$ cat config.mk
export PLATFORM = sky130hd
export DESIGN_NAME = skl_ctrl
export DESIGN_NICKNAME = d
export VERILOG_FILES = /design/src/skl_pkg.sv /design/src/skl_ctrl.sv
export SDC_FILE = /design/constraint.sdc
export NUM_CORES = 1
export LEC_CHECK = 0
export BUFFER_PORTS_ARGS = -buffer_cell sky130_fd_sc_hd__buf_2
export CAP_MARGIN = 20
export CORE_AREA = 4 4 41 43
export DETAILED_ROUTE_END_ITERATION = 10
export DIE_AREA = 0 0 45 47
export GPL_ROUTABILITY_DRIVEN = 0
export HOLD_SLACK_MARGIN = 0.02
export SLEW_MARGIN = 25
export SYNTH_ARGS = -nofsm -noshare
export SYNTH_HDL_FRONTEND = slang
export SYNTH_SLANG_ARGS = --single-unit
$ cat constraint.sdc
create_clock -name clock -period 1.6 [get_ports clock]
set_input_delay 0.08 -clock clock [delete_from_list [all_inputs] [get_ports clock]]
set_output_delay 0.08 -clock clock [all_outputs]
set_load 0.02 [all_outputs]
$ cat src/skl_pkg.sv
// shared types and constants of the sorted key list
package skl_pkg;

   localparam int LIST_DEPTH_DEFAULT = 32;
   localparam int KEY_W = 32;
   localparam int PAYLOAD_W = 64;
   localparam int STATUS_W = 3;
   localparam int COUNT_OUT_W = 6;

   typedef enum logic [1:0] {
      CMD_INSERT = 2'd0,
      CMD_DELETE = 2'd1,
      CMD_DUMP   = 2'd2
   } command_type;

   typedef enum logic [STATUS_W-1:0] {
      ST_INSERTED = 3'd0,
      ST_DELETED  = 3'd1,
      ST_FULL     = 3'd2,
      ST_MISSING  = 3'd3,
      ST_LISTED   = 3'd4
   } status_type;

   typedef enum logic [1:0] {
      S_IDLE,
      S_EXEC,
      S_DUMP
   } state_type;

   // commands from the controller to the datapath
   typedef struct packed {
      logic latch_req;
      logic exec;
      logic dump_step;
   } dp_ctrl_type;

   // status from the datapath to the controller
   typedef struct packed {
      logic        out_free;
      logic [1:0]  cmd;
      logic        fill_zero;
      logic        dump_last;
   } dp_status_type;

endpackage

$ cat src/skl_ctrl.sv
// controller state machine of the sorted key list
module skl_ctrl (
   input  logic                   clock,
   input  logic                   reset,
   input  logic                   req_valid,
   output logic                   req_ready,
   input  skl_pkg::dp_status_type dp_status,
   output skl_pkg::dp_ctrl_type   dp_ctrl
);
   import skl_pkg::*;

   state_type state_ff, state_in;

   // state register
   always_ff @(posedge clock) begin
      if (reset) begin
         state_ff <= S_IDLE;
      end else begin
         state_ff <= state_in;
      end
   end

   // next state and commands
   always_comb begin
      state_in  = state_ff;
      req_ready = 1'b0;
      dp_ctrl   = '0;
      unique case (state_ff)
         S_IDLE: begin
            req_ready = dp_status.out_free;
            if (req_valid && dp_status.out_free) begin
               dp_ctrl.latch_req = 1'b1;
               state_in = S_EXEC;
            end
         end
         S_EXEC: begin
            case (dp_status.cmd) inside
               CMD_INSERT, CMD_DELETE: begin
                  if (dp_status.out_free) begin
                     dp_ctrl.exec = 1'b1;
                     state_in = S_IDLE;
                  end
               end
               CMD_DUMP: begin
                  state_in = dp_status.fill_zero ? S_IDLE : S_DUMP;
               end
               default: begin
                  state_in = S_IDLE;
               end
            endcase
         end
         S_DUMP: begin
            if (dp_status.out_free) begin
               dp_ctrl.dump_step = 1'b1;
               if (dp_status.dump_last) begin
                  state_in = S_IDLE;
               end
            end
         end
         default: begin
            state_in = S_IDLE;
         end
      endcase
   end

endmodule

## Yosys cells after proc, flatten, opt, wreduce, memory -nomap -nowiden

Index checks and enable logic that the tools add are counted.

- Register bits after elaboration: 2
- Bits of input ports: 8
- Word-level logic and storage cells: 29
- Output and inout bits: 4

- Mux-type cells: 15
- Equal/unequal tests: 8
- Reductions and logical operators: 5

Operators by type and width:

| cell | count |
|---|---|
| two-way mux 2 bit | 7 |
| two-way mux 1 bit | 7 |
| != test 2 bit (second input constant) | 3 |
| one-hot mux 2 bit (3 select lines) | 1 |
| equality test 2 x 1 -> 1 bit (second input constant) | 2 |
| equality test 2 bit (second input constant) | 2 |
| zero test 2 bit | 2 |
| AND reduction 4 bit | 1 |
| != test 3 bit (second input constant) | 1 |
| OR reduction 2 bit | 1 |
| logical AND 1 bit | 1 |

## Longest topological paths before layout

Gate-level depths: netlist of run 1.

- Depth in word-level cells: 4
- Depth in mapped cells: 3
- Gate-level depth less buffers: 3

## Worst setup path before layout of run 1

No wires, ideal clock.

- Kind: register -> output
- Start point: reg state_ff[0]
- End point: out dp_ctrl[1] (netlist name)
- Path buffers: 0
- Arrival: 1.069 ns
- Path slack: 0.451 ns
- Required time: 1.520 ns
- Stages on the path, launching flop included: 2
- Cells stage by stage: dfxtp_1 -> nor4bb_1

RTL lines:

| what | line | text |
|---|---|---|
| start: declaration | skl_ctrl.sv:12 | `state_type state_ff, state_in;` |
| start signal: assignment | skl_ctrl.sv:19 | `state_ff <= state_in;` |
| end: declaration | skl_ctrl.sv:8 | `output skl_pkg::dp_ctrl_type dp_ctrl` |

==> results.toml, run 1 <==
[run_status]
run_status = "finished, final reports clean"

[floorplan]
std_cell_rows = 13
io_pins = 12
die-area_um2 = 2120
die-width_um = 45
core-area_um2 = 1300
die_y_um = 47
start_util_pct = 10.1

[final_layout]
nNetsFinal = 39
synthToLayoutAreaGrowth_pct = 73.3
final_cells = 44
max_flop_register = "state_ff"
num_antenna_cells = 0
largest_reg_flops = 2
stdcell_area_um2 = 228
drive_gt1_share_pct = 58.6
top_regs = "state_ff x2"

[global_routing]
antenna_found_initial = 0
grt_pass1_vias = 171
groute.usage.overall_pct = 5.36
grt_max_degree = 8
grt-ovfl-total = 0
grt_pass1_wl_um = 696

[power_and_ir_drop]
p_int_uw = 150
switching_power_uw = 44.6
power_leakage_nw = 0.110
power.density_nw_per_um2 = 855
combPwrFrac_pct = 15.1
ir_worst_vdd_v = 0.000134
switching_share_pct = 22.9
clockPowerShare_pct = 57.0
power_frac_seq_pct = 27.8

[yosys]
synth.top_cell.area_share_pct = 30.5
synth_area_um2 = 131
ys_seq_area_share_pct = 30.5
synth_common_cells = "3 x nor2_1, 2 x a21oi_1, 2 x dfxtp_1"
synth.most_common_cell = "nor2_1"
async_reset_ff_share_pct = 0
yosys_register_bits = 2
synth.area.top_cells = "dfxtp_1 30%, and4bb_2 9.5%, nor3b_2 9.5%"
yosysTopAreaCell = "dfxtp_1"
synth_area_per_cell_um2 = 8.76
yosysWarnings = 0
synth_edf_count = 0
synthCells = 15
synthDistinctLibCells = 11
synth_top_flop_cell = "dfxtp_1"
synth_nets = 23

[sta]
timing.final.max_slew_violations = 0
post-route-min-period_ns = 1.15
fmax_mhz = 873
slew_headroom_pct = 86.9
finClkSkew_ns = 0.000220
setup_viol = 0
tightest_slew_ns = 0.193
hold_viol = 0
fin_crit_sh_pct = 71.6
setup-tns-final_ns = 0
rsz0062_at_grt = "false"

[routing]
routed_wl_um = 380
drtIter0Drc = 1
post_drt_wl_per_cell_um = 8.64
vias = 160
detail_route.first_pass.iterations = 2
vias_per_cell = 3.64
ant_nets = 0
drc_errors = 0

[worst_setup_path]
critical-path-max-stage-delay_ns = 0.35
cp-start-kind = "flop"
cp_cell_sequence = "nor3b_2, and2_1, buf_2"
crit_path_end = "dp_ctrl[2]"
cp_max_fo = 7
reg2regPathDepth = 3
worst-path-stages = 3
startpoint = "state_ff[0]"
critPathTopFamily = "flip-flops"
arrival_ns = 1.07
rrSetupSlack_ns = 0.66
r2r_end = "state_ff[0]"
endpoint_kind = "output pin"
cpMaxStageDelayCell = "dfxtp_1"
crit_buf_inv = 1
worstPathRequired_ns = 1.52
critPathKind = "flop to output pin"
reg2reg_from = "state_ff[0]"

[clock_tree]
root_buffer = "clkbuf_4"
cts.clk_slew.worst_paths_ns = 0.03
clk_latency_ns = 0.22
htree_levels = 1
cts.sinks = 2
cts_made_buffers = 3
tritoncts = "yes"
clockBufferDepth = 2
post_cts_buffers = 0
ctsResizeCount = 0
hold_buffers = 0

[place]
io_buffers = 11
dpl_cell_area_um2 = 205
place_inst = 41

[hold_path]
hold_class = "input pin to flop"

[flow_run]
max_cap_viol_count = 0
==> power by group through the flow <==
stage          Sequential, mW  Clock [mW]  Combinational, mW
4_1_cts                0.0542       0.119             0.0300
6_report               0.0542       0.111             0.0295
3_3_place_gp           0.0548           0             0.0297
3_5_place_dp           0.0549           0             0.0299
5_1_grt                0.0547       0.130             0.0333
2_1_floorplan          0.0543           0             0.0152
==> through the flow <==
stage | power (mW) | hold WS [ns] | util, % | worst slack (ns)
floorplan | 0.0695 | 0.152 | - | 0.451
global placement | 0.0844 | 0.257 | 15.8 | 0.669
detailed placement | 0.0848 | 0.260 | 15.8 | 0.652
CTS | 0.203 | 0.0200 | 17.5 | 0.429
global route | 0.218 | 0.0296 | 17.5 | 0.310
finish | 0.195 | 0.0288 | 17.5 | 0.455
==> final cells by class <==
type	instances	area [um^2]
Multi-Input combinational cell	13	91.3
Fill cell	165	1070
Clock buffer	3	22.5
Tap cell	15	18.8
Timing Repair Buffer	11	55.1
Sequential cell	2	40.0
==> per-layer routing <==
metal	track usage [%]	up-vias	wire length (um)
met5	0	-	0
met1	4.30	68	152
met3	4.60	0	56
met2	7.06	8	171
met4	7.02	0	0
li1	-	84	-
==> cell families after synthesis <==
family             Yosys count  share of synthesized area [%]
and+or+nand+nor             10                           54.3
AOI/OAI and AO/OA            2                           7.62
muxes                        1                           7.62
DFF                          2                           30.5
==> how the worst min path moves through the flow <==
stage	start	to	slack, ns	cells after the start
after detailed placement	reset	state_ff[1]	0.26	2
after global placement	reset	state_ff[1]	0.26	2
after global routing	reset	state_ff[1]	0.03	2
after floorplan	reset	state_ff[1]	0.15	1
after CTS	reset	state_ff[1]	0.02	2
final	reset	state_ff[1]	0.03	2
==> worst register-to-register path, delay by kind of cell (launching register included) <==
kind | cells | cell delay [ns]
flip-flops | 1 | 0.41
AO/OA/AOI/OAI | 1 | 0.12
AND/OR/NAND/NOR | 2 | 0.29
==> cells in the final DEF, fill, tap and decap left out, drive strengths merged <==
cell,Yosys,layout
and4bb,1,1
nor2,3,3
and3b,1,1
buf,0,11
clkbuf,0,3
nor4bb,1,1
nor3b,1,1
nand2,1,1
and2,1,1
a21oi,2,2
dfxtp,2,2
mux2i,1,1
nor3,1,1
Note: power is estimated with default switching activity, not from simulation.
==> run 2: changes to the inputs <==
==> constraint.sdc (replaced) <==
create_clock -name clock -period 1.2 [get_ports clock]
set_input_delay 0.06 -clock clock [delete_from_list [all_inputs] [get_ports clock]]
set_output_delay 0.06 -clock clock [all_outputs]
set_load 0.02 [all_outputs]
==> run 2 against run 1 <==
- non-clock buffer count rose by 2
- core utilization rose by 1.7 points
- sequential share of layout area fell by 0.58 points
- combinational power rose by 56%
==> results.toml, run 2 (synthesis results as in run 1) <==
[sta]
hold_viol = 0
setup-tns-final_ns = 0
slew_headroom_pct = 86.3
post-route-min-period_ns = 1.09
finClkSkew_ns = 0.00290
fin_crit_sh_pct = 90.9
setup_ws_ns = 0.109
rsz0062_at_grt = "false"
setup_viol = 0
fmax_mhz = 917
tightest_slew_ns = 0.203
timing.final.max_slew_violations = 0

[worst_setup_path]
endpoint_kind = "output pin"
critical-path-max-stage-delay_ns = 0.34
worstPathRequired_ns = 1.14
critPathKind = "flop to output pin"
cp_max_fo = 5
cp-start-kind = "flop"
cpMaxStageDelayCell = "dfxtp_2"
arrival_ns = 1.03
cp_cell_sequence = "nor3b_2, and2_1, buf_4"

[floorplan]
core-area_um2 = 1300
std_cell_rows = 13
start_util_pct = 10.1
io_pins = 12
die-width_um = 45
die_y_um = 47
die-area_um2 = 2120

[clock_tree]
htree_levels = 1
tritoncts = "yes"
root_buffer = "clkbuf_4"
cts_made_buffers = 3
cts.clk_slew.worst_paths_ns = 0.03
clockBufferDepth = 2
cts.sinks = 2
clk_latency_ns = 0.22

[global_routing]
grt_max_degree = 8
grt_pass1_vias = 165
groute.usage.overall_pct = 5.21
grt_pass1_wl_um = 703
antenna_found_initial = 0
grt-ovfl-total = 0

[final_layout]
num_antenna_cells = 0
multi_input_area_um2 = 91.3
final_cell_mix = "10 x buf_2, 3 x nor2_1, 3 x clkbuf_4"
max_flop_register = "state_ff"
nNetsFinal = 41
largest_reg_flops = 2
top_regs = "state_ff x2"
layout_commonest_cell = "buf_2"
nFillCells = 158
drive_gt1_share_pct = 64.5
synthToLayoutAreaGrowth_pct = 90.5
seqCellArea_um2 = 42.5

[place]
dp_hpwl_um = 289
pre_cts_slack_ns = 0.267
io_buffers = 11

[power_and_ir_drop]
power_leakage_nw = 0.121
power.density_nw_per_um2 = 1070
ir_worst_vdd_v = 0.000207

[routing]
m1WireLength_um = 162
top_layer_used = "met3"
routed-wl-met2_um = 157
routed_wl_um = 382
met3WireLength_um = 61
drtIter0Drc = 5
post_drt_wl_per_cell_um = 8.30
vias_per_cell = 3.54
ant_nets = 0
detail_route.first_pass.iterations = 4
drc_errors = 0
vias = 163

[run_status]
run_status = "finished, final reports clean"

[flow_run]
max_cap_viol_count = 0

[hold_path]
hold_class = "input pin to flop"
run 2: cell types whose count changed in the layout (fill, tap and decap cells not counted):
cell	previous run	this run
buf_2	11	10
dfxtp_1	2	0
buf_4	0	2
dfxtp_2	0	2
dlygate4sd3_1	0	1
run 2: area by class of cell:
class	instances	share of cell area, %
Clock buffer	3	9.00
Multi-Input combinational cell	13	36.5
Sequential cell	2	17.0
Tap cell	15	7.50
Timing Repair Buffer	13	30.0
run 2: per-layer routing:
layer	track usage (%)	vias to the layer above
met5	0	-
met1	5.43	65
met4	5.26	0
met3	4.60	0
li1	-	90
met2	5.93	8
run 2: critical path: cells and delay by family (launching register included):
kind / cells / cell delay [ns]
simple gates: 2 / 0.33
buf+inv: 1 / 0.13
flops: 1 / 0.34
run 2: repair_timing:
action | in CTS | in global routing
hold buffers | 1 | 0
setup endpoints to repair | 0 | 2
gates resized for setup | 0 | 3
buffers inserted | 0 | 1
hold endpoints to repair | 2 | 0
run 2: power breakdown:
part | internal, mW | switching [mW] | total, mW | leakage, nW
Combinational | 0.0267 | 0.0195 | 0.0461 | 0.0898
Clock | 0.110 | 0.0392 | 0.150 | 0.0138
Sequential | 0.0695 | 0.00323 | 0.0727 | 0.0172
run 2: worst paths after layout:
path | slack (ns) | cells past startpoint | from | end
worst max-delay path | 0.11 | 3 | state_ff[1] | dp_ctrl[2]
worst min-delay path | 0.20 | 4 | dp_status[3] | state_ff[0]
worst max register to register | 0.33 | 3 | state_ff[0] | state_ff[1]
worst min register to register | 0.47 | 1 | state_ff[1] | state_ff[0]
run 2: per-stage QoR:
step	area [um^2]	hold WS (ns)	power (mW)	utilization, %	cells
after floorplan	131	0.132	0.0927	-	15
after global placement	205	0.237	0.113	15.8	41
after detailed placement	205	0.246	0.113	15.8	41
after CTS	238	0.202	0.278	18.3	45
after global routing	250	0.227	0.301	19.2	46
final	250	0.203	0.268	19.2	46
